`config.mk`:
```
export PLATFORM = sky130hd
export DESIGN_NAME = scan_code_to_char_decoder
export DESIGN_NICKNAME = d
export VERILOG_FILES = /design/src/rtl/core/scd_pkg.sv /design/src/rtl/core/scd_front.sv /design/src/rtl/core/scd_fifo.sv /design/src/rtl/core/scd_back.sv /design/src/rtl/core/scan_code_to_char_decoder.sv
export VERILOG_INCLUDE_DIRS = /design/src /design/src/rtl/core
export SDC_FILE = /design/constraint.sdc
export NUM_CORES = 1
export LEC_CHECK = 0
export BUFFER_PORTS_ARGS = -buffer_cell sky130_fd_sc_hd__buf_2
export CAP_MARGIN = 20
export CORE_ASPECT_RATIO = 0.9
export CORE_MARGIN = 1.5
export CORE_UTILIZATION = 65
export DETAILED_ROUTE_END_ITERATION = 16
export PLACE_DENSITY = 0.84
export SLEW_MARGIN = 20
export SYNTH_ARGS = -nofsm -noshare
export SYNTH_HDL_FRONTEND = slang
export SYNTH_HIERARCHICAL = 1
export SYNTH_SLANG_ARGS = --single-unit
```
`constraint.sdc`:
```
create_clock -name i_clk -period 5.8 [get_ports i_clk]
set_input_delay 1.16 -clock i_clk [delete_from_list [all_inputs] [get_ports i_clk]]
set_output_delay 1.16 -clock i_clk [all_outputs]
set_load 0.02 [all_outputs]
```
`src/rtl/core/scan_code_to_char_decoder_defines.svh`:
```
// ----------------------------------------------------------------------------
// Scan code decoder assertion macros
// Shared assertion forms for the scan code decoder.
// ----------------------------------------------------------------------------
`ifndef SCAN_CODE_TO_CHAR_DECODER_DEFINES_SVH
`define SCAN_CODE_TO_CHAR_DECODER_DEFINES_SVH

// Same-cycle implication, disabled while reset is asserted.
`define SCD_ASSERT_IMPL(label, clk, rst_n, ante, cons) \
    label: assert property (@(posedge clk) disable iff (!(rst_n)) (ante) |-> (cons)) \
        else $error("scd: implication failed");

// Next-cycle implication, disabled while reset is asserted.
`define SCD_ASSERT_NEXT(label, clk, rst_n, ante, cons) \
    label: assert property (@(posedge clk) disable iff (!(rst_n)) (ante) |=> (cons)) \
        else $error("scd: next-cycle implication failed");

`endif

```
`src/rtl/core/scd_pkg.sv`:
```
// ----------------------------------------------------------------------------
// scd_pkg
// Types, key tables and lookup shared by the scan code decoder modules.
// ----------------------------------------------------------------------------
`timescale 1ns / 1ps
`default_nettype none

package scd_pkg;

    localparam int KEY_COUNT    = 56;
    localparam int LETTER_COUNT = 26;
    localparam int KEY_IDX_W    = 6;

    localparam logic [KEY_IDX_W-1:0] CAPS_INDEX  = 6'd50;
    localparam logic [KEY_IDX_W-1:0] TAB_INDEX   = 6'd51;
    localparam logic [KEY_IDX_W-1:0] FIRST_ARROW = 6'd52;

    localparam logic [7:0] SC_RSHIFT     = 8'h36;
    localparam logic [7:0] SC_LSHIFT     = 8'h2A;
    localparam logic [7:0] SC_LCTRL      = 8'h1D;
    localparam logic [7:0] SC_C          = 8'h2E;
    localparam logic [7:0] SC_D          = 8'h20;
    localparam logic [7:0] SC_RSHIFT_BRK = 8'hB6;
    localparam logic [7:0] SC_LSHIFT_BRK = 8'hAA;
    localparam logic [7:0] SC_LCTRL_BRK  = 8'h9D;
    localparam logic [7:0] ARROW_CHAR    = 8'hFF;

    localparam logic [1:0] EV_CHAR = 2'd0;
    localparam logic [1:0] EV_EOF  = 2'd1;
    localparam logic [1:0] EV_KILL = 2'd2;

    typedef enum logic [1:0] {
        CMD_CHAR,
        CMD_ARROW,
        CMD_EOF,
        CMD_KILL
    } t_cmd_kind;

    // One queued command: what the back end has to produce.
    typedef struct packed {
        t_cmd_kind            kind;
        logic [KEY_IDX_W-1:0] idx;
        logic                 upper;
    } t_cmd;

    typedef struct packed {
        logic full;
        logic empty;
    } t_q_status;

    typedef struct packed {
        logic                 hit;
        logic [KEY_IDX_W-1:0] idx;
    } t_key_hit;

    localparam logic [7:0] KEY_CODES [KEY_COUNT] = '{
        8'h1E, 8'h30, 8'h2E, 8'h20, 8'h12, 8'h21, 8'h22, 8'h23, 8'h17, 8'h24,
        8'h25, 8'h26, 8'h32, 8'h31, 8'h18, 8'h19, 8'h10, 8'h13, 8'h1F, 8'h14,
        8'h16, 8'h2F, 8'h11, 8'h2D, 8'h15, 8'h2C,
        8'h02, 8'h03, 8'h04, 8'h05, 8'h06, 8'h07, 8'h08, 8'h09, 8'h0A, 8'h0B,
        8'h0C, 8'h0D, 8'h1A, 8'h1B, 8'h27, 8'h28, 8'h29, 8'h2B, 8'h33, 8'h34,
        8'h35, 8'h39, 8'h1C, 8'h0E, 8'h3A, 8'h0F, 8'h48, 8'h4B, 8'h4D, 8'h50
    };

    localparam logic [7:0] PLAIN_CHARS [KEY_COUNT] = '{
        8'h61, 8'h62, 8'h63, 8'h64, 8'h65, 8'h66, 8'h67, 8'h68, 8'h69, 8'h6A,
        8'h6B, 8'h6C, 8'h6D, 8'h6E, 8'h6F, 8'h70, 8'h71, 8'h72, 8'h73, 8'h74,
        8'h75, 8'h76, 8'h77, 8'h78, 8'h79, 8'h7A,
        8'h31, 8'h32, 8'h33, 8'h34, 8'h35, 8'h36, 8'h37, 8'h38, 8'h39, 8'h30,
        8'h2D, 8'h3D, 8'h5B, 8'h5D, 8'h3B, 8'h27, 8'h60, 8'h5C, 8'h2C, 8'h2E,
        8'h2F, 8'h20, 8'h0A, 8'h08, 8'h63, 8'h09, 8'h75, 8'h6C, 8'h72, 8'h64
    };

    localparam logic [7:0] SHIFTED_CHARS [KEY_COUNT] = '{
        8'h41, 8'h42, 8'h43, 8'h44, 8'h45, 8'h46, 8'h47, 8'h48, 8'h49, 8'h4A,
        8'h4B, 8'h4C, 8'h4D, 8'h4E, 8'h4F, 8'h50, 8'h51, 8'h52, 8'h53, 8'h54,
        8'h55, 8'h56, 8'h57, 8'h58, 8'h59, 8'h5A,
        8'h21, 8'h40, 8'h23, 8'h24, 8'h25, 8'h5E, 8'h26, 8'h2A, 8'h28, 8'h29,
        8'h5F, 8'h2B, 8'h7B, 8'h7D, 8'h3A, 8'h22, 8'h7E, 8'h7C, 8'h3C, 8'h3E,
        8'h3F, 8'h20, 8'h0A, 8'h08, 8'h63, 8'h09, 8'h75, 8'h6C, 8'h72, 8'h64
    };

    // Parallel compare against every table entry; codes are unique, so the
    // matches are one-hot and the index is a plain OR of the hits.
    function automatic t_key_hit key_lookup(input logic [7:0] code);
        t_key_hit r;
        r.hit = 1'b0;
        r.idx = '0;
        for (int i = 0; i < KEY_COUNT; i++) begin
            if (KEY_CODES[i] == code) begin
                r.hit = 1'b1;
                r.idx = r.idx | KEY_IDX_W'(i);
            end
        end
        return r;
    endfunction

endpackage

`default_nettype wire

```
`src/rtl/core/scd_front.sv`:
```
// ----------------------------------------------------------------------------
// scd_front
// Accepts scan codes, tracks modifier flags and queues translate commands.
// ----------------------------------------------------------------------------
`timescale 1ns / 1ps
`default_nettype none

module scd_front (
    input  wire logic              i_clk,
    input  wire logic              i_rst_n,
    input  wire logic              i_in_valid,
    output logic                   o_in_ready,
    input  wire logic [7:0]        i_scan_code,
    input  wire scd_pkg::t_q_status i_q_status,
    output logic                   o_push,
    output scd_pkg::t_cmd          o_cmd
);

    logic r_shift, n_shift;
    logic r_ctrl,  n_ctrl;
    logic r_caps,  n_caps;
    logic w_acc;
    scd_pkg::t_key_hit w_hit;

    assign o_in_ready = !i_q_status.full;
    assign w_acc      = i_in_valid && o_in_ready;
    assign w_hit      = scd_pkg::key_lookup(i_scan_code);

    always_comb begin
        n_shift     = r_shift;
        n_ctrl      = r_ctrl;
        n_caps      = r_caps;
        o_push      = 1'b0;
        o_cmd.kind  = scd_pkg::CMD_CHAR;
        o_cmd.idx   = w_hit.idx;
        // letters follow shift xor caps lock, everything else just shift
        o_cmd.upper = (w_hit.idx < scd_pkg::KEY_IDX_W'(scd_pkg::LETTER_COUNT)) ?
                      (r_shift ^ r_caps) : r_shift;
        if (w_acc) begin
            if (i_scan_code[7]) begin
                if (i_scan_code inside {scd_pkg::SC_RSHIFT_BRK, scd_pkg::SC_LSHIFT_BRK}) begin
                    n_shift = !r_shift;
                end else if (i_scan_code == scd_pkg::SC_LCTRL_BRK) begin
                    n_ctrl = !r_ctrl;
                end
            end else if (i_scan_code inside {scd_pkg::SC_RSHIFT, scd_pkg::SC_LSHIFT}) begin
                n_shift = !r_shift;
            end else if (i_scan_code == scd_pkg::SC_LCTRL) begin
                n_ctrl = !r_ctrl;
            end else if (w_hit.hit) begin
                if (r_ctrl && i_scan_code == scd_pkg::SC_C) begin
                    o_push     = 1'b1;
                    o_cmd.kind = scd_pkg::CMD_KILL;
                end else if (r_ctrl && i_scan_code == scd_pkg::SC_D) begin
                    o_push     = 1'b1;
                    o_cmd.kind = scd_pkg::CMD_EOF;
                end else if (w_hit.idx == scd_pkg::CAPS_INDEX) begin
                    n_caps = !r_caps;
                end else if (w_hit.idx == scd_pkg::TAB_INDEX && r_shift) begin
                    // shifted tab is swallowed
                end else if (w_hit.idx >= scd_pkg::FIRST_ARROW) begin
                    o_push     = 1'b1;
                    o_cmd.kind = scd_pkg::CMD_ARROW;
                end else begin
                    o_push = 1'b1;
                end
            end
        end
    end

    always_ff @(posedge i_clk) begin
        if (!i_rst_n) begin
            r_shift <= 1'b0;
            r_ctrl  <= 1'b0;
            r_caps  <= 1'b0;
        end else begin
            r_shift <= n_shift;
            r_ctrl  <= n_ctrl;
            r_caps  <= n_caps;
        end
    end

endmodule

`default_nettype wire

```
`src/rtl/core/scd_fifo.sv`:
```
// ----------------------------------------------------------------------------
// scd_fifo
// Short command queue between the decoder front and back ends.
// ----------------------------------------------------------------------------
`timescale 1ns / 1ps
`default_nettype none

module scd_fifo #(
    parameter int DEPTH = 4
) (
    input  wire logic          i_clk,
    input  wire logic          i_rst_n,
    input  wire logic          i_push,
    input  wire scd_pkg::t_cmd i_cmd,
    input  wire logic          i_pop,
    output scd_pkg::t_cmd      o_cmd,
    output scd_pkg::t_q_status o_status
);

    localparam int PTR_W = $clog2(DEPTH);
    localparam int CNT_W = $clog2(DEPTH + 1);

    scd_pkg::t_cmd r_mem [DEPTH];
    logic [PTR_W-1:0] r_wr_ptr, n_wr_ptr;
    logic [PTR_W-1:0] r_rd_ptr, n_rd_ptr;
    logic [CNT_W-1:0] r_count,  n_count;

    assign o_status.full  = (r_count == CNT_W'(DEPTH));
    assign o_status.empty = (r_count == '0);
    assign o_cmd          = r_mem[r_rd_ptr];

    always_comb begin
        n_wr_ptr = r_wr_ptr;
        n_rd_ptr = r_rd_ptr;
        n_count  = r_count;
        if (i_push) begin
            n_wr_ptr = (r_wr_ptr == PTR_W'(DEPTH - 1)) ? '0 : r_wr_ptr + 1'b1;
        end
        if (i_pop) begin
            n_rd_ptr = (r_rd_ptr == PTR_W'(DEPTH - 1)) ? '0 : r_rd_ptr + 1'b1;
        end
        if (i_push && !i_pop) begin
            n_count = r_count + 1'b1;
        end else if (!i_push && i_pop) begin
            n_count = r_count - 1'b1;
        end
    end

    always_ff @(posedge i_clk) begin
        if (i_push) begin
            r_mem[r_wr_ptr] <= i_cmd;
        end
    end

    always_ff @(posedge i_clk) begin
        if (!i_rst_n) begin
            r_wr_ptr <= '0;
            r_rd_ptr <= '0;
            r_count  <= '0;
        end else begin
            r_wr_ptr <= n_wr_ptr;
            r_rd_ptr <= n_rd_ptr;
            r_count  <= n_count;
        end
    end

endmodule

`default_nettype wire

```
`src/rtl/core/scd_back.sv`:
```
// ----------------------------------------------------------------------------
// scd_back
// Turns queued commands into characters and holds the output register.
// ----------------------------------------------------------------------------
`timescale 1ns / 1ps
`default_nettype none

module scd_back (
    input  wire logic              i_clk,
    input  wire logic              i_rst_n,
    input  wire scd_pkg::t_cmd     i_cmd,
    input  wire scd_pkg::t_q_status i_q_status,
    output logic                   o_pop,
    output logic                   o_valid,
    input  wire logic              i_ready,
    output logic [7:0]             o_character,
    output logic [1:0]             o_event_kind
);

    logic       r_valid, n_valid;
    logic [7:0] r_char,  n_char;
    logic [1:0] r_kind,  n_kind;

    // refill the output register whenever it is empty or being drained
    assign o_pop = !i_q_status.empty && (!r_valid || i_ready);

    always_comb begin
        n_char = 8'h00;
        n_kind = scd_pkg::EV_CHAR;
        case (i_cmd.kind)
            scd_pkg::CMD_CHAR: begin
                n_char = i_cmd.upper ? scd_pkg::SHIFTED_CHARS[i_cmd.idx] :
                                       scd_pkg::PLAIN_CHARS[i_cmd.idx];
            end
            scd_pkg::CMD_ARROW: begin
                n_char = scd_pkg::ARROW_CHAR;
            end
            scd_pkg::CMD_EOF: begin
                n_kind = scd_pkg::EV_EOF;
            end
            scd_pkg::CMD_KILL: begin
                n_kind = scd_pkg::EV_KILL;
            end
            default: begin
                n_kind = scd_pkg::EV_CHAR;
            end
        endcase
    end

    always_comb begin
        n_valid = r_valid;
        if (o_pop) begin
            n_valid = 1'b1;
        end else if (i_ready) begin
            n_valid = 1'b0;
        end
    end

    always_ff @(posedge i_clk) begin
        if (!i_rst_n) begin
            r_valid <= 1'b0;
        end else begin
            r_valid <= n_valid;
        end
    end

    always_ff @(posedge i_clk) begin
        if (o_pop) begin
            r_char <= n_char;
            r_kind <= n_kind;
        end
    end

    assign o_valid      = r_valid;
    assign o_character  = r_char;
    assign o_event_kind = r_kind;

endmodule

`default_nettype wire

```
`src/rtl/core/scan_code_to_char_decoder.sv`:
```
// ----------------------------------------------------------------------------
// scan_code_to_char_decoder
// Set-1 keyboard scan code to character decoder with modifier tracking.
// ----------------------------------------------------------------------------
// Usage:
//   Slave stream (s_axis) takes one scan code byte per transaction in tdata.
//   Master stream (m_axis) returns at most one result per scan code: the
//   character in tdata, the event kind in tuser (character, end of input,
//   terminate foreground task).
//   Modifier, release and caps lock codes and unmapped codes update the
//   shift/control/caps flags or are dropped and produce no transaction.
//   Throughput: one scan code per cycle while the queue is not full. The
//   front end classifies the code and updates the flags in the accept
//   cycle; the command is written into the queue at the accept edge and
//   is then popped into the output register, from which the result is
//   offered on m_axis.
//   When the receiver stalls, results pile up in the QUEUE_DEPTH-entry queue
//   plus the output register; s_axis tready drops once the queue is full.
//   Reset (synchronous, active low) clears all flags, empties the queue and
//   drops m_axis tvalid.
// ----------------------------------------------------------------------------
`timescale 1ns / 1ps
`default_nettype none

`include "scan_code_to_char_decoder_defines.svh"

module scan_code_to_char_decoder #(
    parameter int QUEUE_DEPTH = 4
) (
    input  wire logic       i_clk,
    input  wire logic       i_rst_n,
    input  wire logic       i_s_axis_tvalid,
    output logic            o_s_axis_tready,
    input  wire logic [7:0] i_s_axis_tdata,   // [7:0] scan_code
    output logic            o_m_axis_tvalid,
    input  wire logic       i_m_axis_tready,
    output logic [7:0]      o_m_axis_tdata,   // [7:0] character
    output logic [1:0]      o_m_axis_tuser    // [1:0] event_kind
);

    logic               w_push;
    logic               w_pop;
    logic               w_in_acc;
    logic               w_out_event;
    scd_pkg::t_cmd      w_push_cmd;
    scd_pkg::t_cmd      w_head_cmd;
    scd_pkg::t_q_status w_q_status;

    assign w_in_acc    = i_s_axis_tvalid && o_s_axis_tready;
    assign w_out_event = o_m_axis_tvalid && (o_m_axis_tuser != scd_pkg::EV_CHAR);

    scd_front u_front (
        .i_clk       (i_clk),
        .i_rst_n     (i_rst_n),
        .i_in_valid  (i_s_axis_tvalid),
        .o_in_ready  (o_s_axis_tready),
        .i_scan_code (i_s_axis_tdata),
        .i_q_status  (w_q_status),
        .o_push      (w_push),
        .o_cmd       (w_push_cmd)
    );

    scd_fifo #(
        .DEPTH (QUEUE_DEPTH)
    ) u_fifo (
        .i_clk    (i_clk),
        .i_rst_n  (i_rst_n),
        .i_push   (w_push),
        .i_cmd    (w_push_cmd),
        .i_pop    (w_pop),
        .o_cmd    (w_head_cmd),
        .o_status (w_q_status)
    );

    scd_back u_back (
        .i_clk        (i_clk),
        .i_rst_n      (i_rst_n),
        .i_cmd        (w_head_cmd),
        .i_q_status   (w_q_status),
        .o_pop        (w_pop),
        .o_valid      (o_m_axis_tvalid),
        .i_ready      (i_m_axis_tready),
        .o_character  (o_m_axis_tdata),
        .o_event_kind (o_m_axis_tuser)
    );

    `SCD_ASSERT_IMPL(a_release_no_push, i_clk, i_rst_n, (w_in_acc && i_s_axis_tdata[7]), (!w_push))
    `SCD_ASSERT_IMPL(a_push_not_full, i_clk, i_rst_n, (w_push), (!w_q_status.full))
    `SCD_ASSERT_IMPL(a_event_char_zero, i_clk, i_rst_n, (w_out_event), (o_m_axis_tdata == 8'h00))
    `SCD_ASSERT_NEXT(a_pop_fills_out, i_clk, i_rst_n, (w_pop), (o_m_axis_tvalid))

endmodule

`default_nettype wire
```
After elaboration in Yosys (flattened, before gate mapping). Memory sizes are Yosys's and may differ from the RTL's. A register that Yosys moved wholly into a read port is not among the register bits. Cells that the tools add are included.

Add/subtract/negate cells: 4. $mul: 0. Divide/modulo/power cells: 0. $lt $le $gt $ge: 3. Equality and inequality tests: 85. Shifts and indexed selects: 0. Muxes and demuxes: 244. Bitwise logic cells: 2. Reductions and logical operators: 25.

Operators by type and width (number): 7-bit two-way mux (56); 6-bit by 8-bit equality test with 1-bit output, first input constant (23); 5-bit by 8-bit equality test with 1-bit output, first input constant (15); 1-bit two-way mux (120); 2-bit two-way mux (58); 4-bit by 8-bit equality test with 1-bit output, first input constant (8); 8-bit two-way mux (5); 3-bit by 8-bit equality test with 1-bit output, first input constant (4); 7-bit by 8-bit equality test with 1-bit output, first input constant (4); 8-bit by 6-bit equality test with 1-bit output, second input constant (4); 8-bit equality test, second input constant (3); 3-bit != test, second input constant (6); 2-bit by 8-bit equality test with 1-bit output, first input constant (2); 8-bit one-hot mux with 2 select lines (1); 2-bit != test, second input constant (7); 6-bit equality test, second input constant (2); 3-bit two-way mux (3); 2-bit equality test, second input constant (4); 8-bit by 5-bit equality test with 1-bit output, second input constant (1); 1-bit logical NOT (8); 8-bit AND reduction (1); 2-bit nonzero test (4); 7-bit greater-or-equal comparator, second input constant (1); 1-bit logical AND (7); other kinds (15) (16).

Register bits after elaboration: 21. Bits in latches: 0. Memory bits (writable): 36. Memory bits (read-only): 1024. Bits of input ports: 12. Logic and storage cells: 375. Memories kept: 3.

Memories: (no name shown) (words 64, bits a word 8, read ports 1, clocked after Yosys merged registers in 0, write ports 0, RTL line scd_back.sv:33) `scd_pkg::PLAIN_CHARS[i_cmd.idx];`; (no name shown) (words 64, bits a word 8, read ports 1, clocked after Yosys merged registers in 0, write ports 0, RTL line scd_back.sv:32) `n_char = i_cmd.upper ? scd_pkg::SHIFTED_CHARS[i_cmd.idx] :`; u_fifo.r_mem (words 4, bits a word 9, read ports 1, clocked after Yosys merged registers in 1, write ports 1, RTL line scd_fifo.sv:23) `scd_pkg::t_cmd r_mem [DEPTH];`.

Logic depth before layout (Yosys ltp). Gate-level depths: netlist of the first run.

Depth in word-level cells: 118. Depth in mapped cells: 15.

Modules after synthesis. The synthesis of the first run kept the hierarchy.

By module, submodules not included: scd_fifo (times used 1, cells an instance 91, area each 1757.9 um^2, seq. area each 1261.2 um^2); scd_front (times used 1, cells an instance 198, area each 1276.2 um^2, seq. area each 60.1 um^2); scd_back (times used 1, cells an instance 131, area each 1102.3 um^2, seq. area each 320.3 um^2).

Worst setup path before layout of the first run. No wires, ideal clock.

Path type: input to register. Start: in i_s_axis_tdata[5]. End: reg u_fifo.r_count[2]. Library setup time: 0.070 ns. Data arrival time: 4.262 ns. Path slack: 1.468 ns. Cell stages on the path: 14. Cells stage by stage: buf_2 -> or4b_1 -> o32a_1 -> o211ai_1 -> a211oi_1 -> nand2_1 -> nand2b_1 -> a41oi_1 -> ha_1 -> inv_1 -> fa_1 -> xor2_1 -> or3_1 -> a21boi_1.

RTL lines: start: declaration (RTL line scan_code_to_char_decoder.sv:34) `input wire logic [7:0] i_s_axis_tdata,`; end signal: assignment (RTL line scd_fifo.sv:63) `r_count <= n_count;`; end: declaration (RTL line scd_fifo.sv:26) `logic [CNT_W-1:0] r_count, n_count;`.

Worst setup path after layout of the first run.
Start: in i_s_axis_tdata[1]. End: reg u_fifo.r_count[2].

Word-level cells in the longest chain between the ends: 106. Elaborated cells on any way between the ends: 173. Those cells by class: 63 x eq/ne; 102 x mux; 8 x reduce/logical.

Ends and longest elaborated chain: 6-bit by 8-bit equality test with 1-bit output (RTL line scd_pkg.sv:90) `if (KEY_CODES[i] == code) begin`; 7-bit two-way mux (55 in a row) (RTL line scd_pkg.sv:90); 6-bit equality test (RTL line scd_front.sv:59) `end else if (w_hit.idx == scd_pkg::TAB_INDEX && r_shift) begin`; 1-bit logical AND (RTL line scd_front.sv:59); 1-bit two-way mux (RTL line scd_front.sv:59); 1-bit two-way mux (RTL line scd_front.sv:57) `end else if (w_hit.idx == scd_pkg::CAPS_INDEX) begin`; 1-bit two-way mux (RTL line scd_front.sv:54) `end else if (r_ctrl && i_scan_code == scd_pkg::SC_D) begin`; 1-bit two-way mux (RTL line scd_front.sv:51) `if (r_ctrl && i_scan_code == scd_pkg::SC_C) begin`; [... 36 more ...]; 1-bit two-way mux (*) (RTL line scd_front.sv:40) `if (i_scan_code[7]) begin`; 1-bit two-way mux (*) (RTL line scd_front.sv:39) `if (w_acc) begin`; 1-bit two-way mux (*) (RTL line scd_front.sv:40); 1-bit two-way mux (*) (2 in a row) (RTL line scd_front.sv:39); via w_push (RTL line scan_code_to_char_decoder.sv:41) `logic w_push;`; 1-bit logical NOT (RTL line scd_fifo.sv:44) `end else if (!i_push && i_pop) begin`; 1-bit logical AND (RTL line scd_fifo.sv:44); 2-bit nonzero test (no line).

Mark *: on every way through the listed nets, which the timed path passes. The rest lies on a longest branch. The select of a mux whose other input is x is not followed. A chain may end at the register's enable or synchronous reset.

==> results of run 1 <==
## area by class of cell
cell class	instances	area share
well taps	87	0.0247
clock buffers	9	0.0281
flip-flops and latches	59	0.372
multi-input cells	308	0.511
inverters	19	0.0162
repair buffers	23	0.0261
clock inverters	7	0.0210
## sequential cells by signal (all words and copies together) (netlist names), named ones only
register and count:
u_front/r_caps 1, u_fifo/r_rd_ptr 2, u_front/r_ctrl 1, u_fifo/r_wr_ptr 2, u_fifo/r_count 3, u_back/o_event_kind 2
u_back/o_valid 1, u_back/o_character 8, u_front/r_shift 1, u_fifo/r_mem 36
## Yosys cell counts (all sizes together), types with 4 or more instances
cell type,instances,area [um^2]
clkbuf,15,57.6
nor4b,5,65.1
a31oi,5,31.3
nand2b,13,81.3
nand4,8,50.1
ha,12,150
and2,10,62.6
xnor2,4,35.0
o32ai,4,35.0
nor3,14,70.1
o2111ai,4,35.0
buf,19,114
edfxtp,46,1380
a21oi,24,128
mux2i,9,90.1
mux4,10,225
o21ai,18,90.1
dfxtp,13,260
nor2,22,82.6
a211oi,4,35.0
a311oi,6,52.6
nor2b,17,106
inv,18,67.6
o22ai,4,25.0
nand3,15,75.1
a211o,4,35.0
nand4b,4,35.0
o211ai,6,45.0
nand2,29,109
## through the flow
step                setup slack, ns  hold slack, ns  utilization
floorplan                      1.47           0.465            -
global placement              0.848           0.483        0.681
detailed placement            0.799           0.490        0.681
CTS                            1.16           0.501        0.717
global route                  0.811           0.519        0.717
finish                         1.08           0.501        0.717
## worst min path at each step
stage	depth (start not counted)	slack (ns)	startpoint	end
CTS	2	0.50	u_back/o_valid$_SDFFE_PN0P_	u_back/o_valid$_SDFFE_PN0P_
floorplan	2	0.47	u_fifo/r_count[2]$_SDFFE_PN0P_	u_fifo/r_count[2]$_SDFFE_PN0P_
global route	2	0.52	u_back/o_valid$_SDFFE_PN0P_	u_back/o_valid$_SDFFE_PN0P_
finish	2	0.50	u_back/o_valid$_SDFFE_PN0P_	u_back/o_valid$_SDFFE_PN0P_
global placement	2	0.48	u_fifo/r_count[2]$_SDFFE_PN0P_	u_fifo/r_count[2]$_SDFFE_PN0P_
detailed placement	2	0.49	u_back/o_valid$_SDFFE_PN0P_	u_back/o_valid$_SDFFE_PN0P_
## worst reg2reg max path, delay by kind of cell (launching register included)
| kind | cells | cell delay [ns] |
|---|---|---|
| compound gates | 3 | 0.90 |
| simple gates | 4 | 0.81 |
| fa+ha+maj | 2 | 0.67 |
| flops | 1 | 0.42 |
| xor+xnor | 1 | 0.16 |
| buf+inv | 2 | 0.15 |
## cells by family (layout without fill, tap and decap cells)
group,count (synthesis),after routing,share of synthesized area
AND/OR/NAND/NOR,160,160,0.227
multiplexers,19,19,0.0762
XOR/XNOR,7,7,0.0148
AO/OA/AOI/OAI,109,109,0.185
adder cells (fa/ha/maj),13,13,0.0411
buffers and inverters,53,58,0.0587
flip-flops,59,59,0.397
## per-layer routing
layer,share of wire,up-vias,wire length (um),global-route usage
li1,-,1602,-,-
met5,0,-,0,0
met2,0.47,234,4600,0.470
met4,0.018,0,177,0.105
met3,0.097,22,956,0.0641
met1,0.42,1637,4110,0.419
## power groups by stage
stage          clock, mW  sequential [mW]  combinational, mW
2_1_floorplan          0            0.633              0.595
3_3_place_gp           0            0.605              0.751
3_5_place_dp           0            0.609              0.771
4_1_cts            0.415            0.600              0.777
5_1_grt            0.432            0.608              0.864
6_report           0.408            0.597              0.794
==> flow_metrics.py, run 1 <==
metrics = {
    "final_layout": {
        "mostFrequentLayoutCells": "edfxtp_1, nand2_1, buf_2, nor2_1, a21oi_1",
        "final_layout_size_suffix_gt1_frac": 0.141,
        "regArea_um2": 1640,
        "final_cell_area_um2": 4410,
        "layout.nets": 445,
        "n_antenna_cell": 0,
        "syn_to_final_growth_pct": 6.56,
        "finalNonFillerCells": 512,
        "multi_input_area_um2": 2250,
        "layout_commonest_cell": "edfxtp_1",
        "n_fill_cell": 460,
    },
    "yosys": {
        "syn-cell-area_um2": 4140,
        "syn-num-nets": 445,
        "syn_avg_cell_area_um2": 9.85,
        "ys_ff_latch": 59,
        "ys.flop_type": "edfxtp_1",
        "syn-instance-count": 420,
        "async_flop_share": 0,
        "yosysSeqAreaShare": 0.397,
        "synth_edf_count": 46,
        "ys.warnings.count": 6,
        "ys_types": 78,
    },
    "route": {
        "drt_wl_total_mm": 9.84,
        "drtAntennaViolNets": 0,
        "viasPerCell": 6.83,
        "drc": 0,
        "first_iter_violations": 232,
        "route.vias.total": 3495,
        "wl_per_cell_um": 19.2,
        "drt_pre_antenna_iters": 5,
    },
    "worst_setup_path": {
        "cp_top_family": "simple AND/OR/NAND/NOR gates",
        "critPathRequiredTime_ns": 6.06,
        "path_max_fanout": 40,
        "cp_cell_sequence": "buf_2 -> nor2b_1 -> o21ai_1 -> a31o_1 -> nor4_2 -> a21oi_2 -> a41oi_1 -> ha_1 -> inv_1 -> fa_1 -> xor2_1 -> or3_1 -> a21boi_1",
        "start_kind": "input port",
        "r2r_end": "u_fifo/r_count[2]$_SDFFE_PN0P_",
        "crit_type": "in2reg",
        "timing.reg2reg.setup_slack_ns": 2.63,
        "crit_end": "u_fifo/r_count[2]$_SDFFE_PN0P_",
        "slowest_stage": "a41oi_1",
        "max_stage_delay_ns": 0.59,
        "cp_num_cells": 13,
        "endpoint_kind": "register",
        "cp-startpoint": "i_s_axis_tdata[1]",
        "critPathBufInv": 2,
        "ff2ff_path_depth": 12,
        "reg2reg_from": "u_fifo/r_count[0]$_SDFFE_PN0P_",
        "crit_arrival_ns": 4.99,
    },
    "worst_hold_path": {
        "hold_path_class": "reg2reg",
    },
    "floorplan": {
        "start_util": 0.673,
        "die_area_um2": 6850,
        "ios": 24,
        "die_w_um": 87.1,
        "rows": 27,
        "fp.dieH_um": 78.7,
        "core-area_um2": 6150,
    },
    "placement": {
        "io_buffers": 23,
        "placed_area_um2": 4190,
        "dp_cells": 496,
        "place.gp.congestion": 1.03,
        "hpwl_mm": 6.76,
    },
    "sta": {
        "min_period_ns": 4.72,
        "finalSetupTns_ns": 0,
        "hold_violations": 0,
        "skew_ns": 0.00612,
        "fmax_ghz": 0.212,
        "slew_viol_final": 0,
        "period_share": 0.815,
        "worst_pin_slew_ns": 0.757,
        "rsz0062_at_grt": "false",
        "setup_viol": 0,
        "slew_headroom": 0.491,
    },
    "pwr": {
        "combPwrFrac": 0.442,
        "p_seq_frac": 0.332,
        "swShare": 0.395,
        "report.power.total_mw": 1.80,
        "powerDensity_nw_per_um2": 408,
        "internal-power_mw": 1.09,
        "p_leak_nw": 1.55,
        "vdd.ir_drop.worst_v": 0.000391,
        "p_switching_mw": 0.710,
        "power.share.clock": 0.227,
    },
    "clocking": {
        "cts_resized": 0,
        "cts_max_level": 3,
        "numCtsBuffers": 9,
        "cts_tree": "built",
        "clkSinkCount": 59,
        "insertion_delay_ns": 0.33,
        "cts_buffer_depth": 2,
        "clock-root-buffer": "clkbuf_8",
        "cts_hold_buf": 0,
        "post_cts_buffers": 0,
        "cts.clk_slew.worst_paths_ns": 0.07,
    },
    "global_routing": {
        "grt_usage": 0.302,
        "grt_first_pass_wirelength_mm": 15.7,
        "first_global_vias": 3112,
        "grt_antenna_before_repair": 0,
        "grt_max_degree": 41,
        "grt_overflow": 0,
    },
    "job": {
        "maxCapViolCount": 0,
    },
    "status": {
        "status": "completed",
    },
}
Note: power is estimated with default switching activity, not from simulation.
==> inputs of run 2 (changes only) <==
Settings changed: CORE_UTILIZATION 65 to 62, PLACE_DENSITY 0.84 to 0.81.
Clock period 5.8 ns to 4.9 ns, I/O delays scaled along.
==> run 2 against run 1 <==
Largest power group unchanged. First-iteration DRC count rose by 35%. Critical path type unchanged. Combinational power rose by 20%. Critical endpoint unchanged. Clock skew rose by 0.0048 ns. Highest routed layer unchanged. Die area rose by 4.7%.
==> flow_metrics.py, run 2 (synthesis gave the netlist of run 1 again) <==
metrics = {
    "clocking": {
        "cts_resized": 0,
        "clkSinkCount": 59,
        "clock-root-buffer": "clkbuf_8",
        "post_cts_buffers": 0,
        "cts_max_level": 3,
        "cts_hold_buf": 0,
        "numCtsBuffers": 9,
        "cts.clk_slew.worst_paths_ns": 0.06,
        "insertion_delay_ns": 0.33,
        "cts_buffer_depth": 2,
        "cts_tree": "built",
    },
    "placement": {
        "place.gp.congestion": 0.944,
        "hpwl_mm": 6.91,
        "io_buffers": 23,
        "placed_area_um2": 4230,
    },
    "sta": {
        "skew_ns": 0.0109,
        "worst_pin_slew_ns": 0.739,
        "finalSetupTns_ns": 0,
        "slew_viol_final": 0,
        "fmax_ghz": 0.234,
        "min_period_ns": 4.28,
        "period_share": 0.874,
        "setup_viol": 0,
        "rsz0062_at_grt": "false",
        "slew_headroom": 0.506,
        "hold_violations": 0,
    },
    "pwr": {
        "vdd.ir_drop.worst_v": 0.000348,
        "report.power.total_mw": 2.19,
        "powerDensity_nw_per_um2": 491,
        "p_leak_nw": 1.58,
    },
    "final_layout": {
        "layout.nets": 450,
        "largest_reg_flops": 36,
        "mostFrequentLayoutCells": "edfxtp_1, nand2_1, buf_2, nor2_1, a21oi_1",
        "syn_to_final_growth_pct": 7.89,
        "final_cell_area_um2": 4460,
        "final_layout_size_suffix_gt1_frac": 0.144,
        "regMostFlops": "u_fifo/r_mem",
        "layout_commonest_cell": "edfxtp_1",
        "n_antenna_cell": 0,
    },
    "worst_hold_path": {
        "hp-start": "u_fifo/r_count[2]$_SDFFE_PN0P_",
        "hold_path_class": "reg2reg",
    },
    "worst_setup_path": {
        "crit_arrival_ns": 4.55,
        "max_stage_delay_ns": 0.56,
        "slowest_stage": "nor2b_1",
        "path_max_fanout": 30,
        "start_kind": "input port",
        "crit_type": "in2reg",
        "critPathRequiredTime_ns": 5.17,
        "cp-startpoint": "i_s_axis_tdata[1]",
        "timing.reg2reg.setup_slack_ns": 1.93,
        "cp_cell_sequence": "buf_2 -> nor2b_1 -> o21ai_1 -> a31o_1 -> nor4_2 -> a21oi_2 -> a41oi_1 -> ha_1 -> inv_1 -> fa_1 -> xor2_1 -> or3_1 -> a21boi_1",
        "endpoint_kind": "register",
    },
    "route": {
        "route.vias.total": 3527,
        "drtAntennaViolNets": 0,
        "drt_pre_antenna_iters": 5,
        "drt_wl_total_mm": 10.1,
        "viasPerCell": 6.78,
        "first_iter_violations": 313,
        "wl_per_cell_um": 19.4,
        "drc": 0,
    },
    "floorplan": {
        "ios": 24,
        "core-area_um2": 6520,
        "fp.dieH_um": 80.5,
        "die_w_um": 89.1,
        "start_util": 0.635,
        "die_area_um2": 7170,
        "rows": 28,
    },
    "global_routing": {
        "grt_overflow": 0,
        "grt_usage": 0.304,
        "grt_max_degree": 34,
        "first_global_vias": 3299,
        "grt_first_pass_wirelength_mm": 16.4,
        "grt_antenna_before_repair": 0,
    },
    "job": {
        "maxCapViolCount": 0,
    },
    "status": {
        "status": "completed",
    },
}
-- run 2: path summary, 6_finish.rpt --
| check | end | depth (start not counted) |
|---|---|---|
| worst min-delay path | u_fifo/r_count[2]$_SDFFE_PN0P_ | 2 |
| worst max register to register | u_back/o_character[1]$_DFFE_PP_ | 6 |
| worst max-delay path | u_fifo/r_count[2]$_SDFFE_PN0P_ | 13 |
| worst min register to register | u_fifo/r_count[2]$_SDFFE_PN0P_ | 2 |
-- run 2: layout make-up --
type                            instances  area [um^2]
Multi-Input combinational cell        308         2250
Sequential cell                        59         1640
Inverter                               19         71.3
Clock inverter                          5          101
Timing Repair Buffer                   28          153
Fill cell                             521         2050
Tap cell                               90          113
Clock buffer                           11          131
-- run 2: critical path, delay by kind of cell --
family	cells	cell delay, ns
fa+ha+maj	2	0.64
compound gates	5	0.95
buf+inv	2	0.47
simple gates	3	1.32
xor+xnor	1	0.16
-- run 2: where the power goes --
group	internal, mW	switching (mW)	total (mW)	leakage, nW
Sequential	0.646	0.0628	0.709	0.532
Combinational	0.366	0.588	0.954	0.936
Clock	0.337	0.191	0.528	0.111
-- run 2: metal layers --
metal,up-vias,track usage,wire [um]
met3,21,0.0843,851
li1,1613,-,-
met2,189,0.466,4740
met1,1704,0.413,4290
met5,-,0,0
met4,0,0.102,187
-- run 2: metrics by stage --
step / worst slack (ns) / utilization / std cells / hold WS (ns)
3_3_place_gp: 0.430 / 0.649 / 504 / 0.485
6_report: 0.618 / 0.685 / 520 / 0.510
2_1_floorplan: 0.748 / - / 420 / 0.465
4_1_cts: 0.741 / 0.685 / 520 / 0.509
5_1_grt: 0.415 / 0.685 / 520 / 0.566
3_5_place_dp: 0.381 / 0.649 / 504 / 0.498
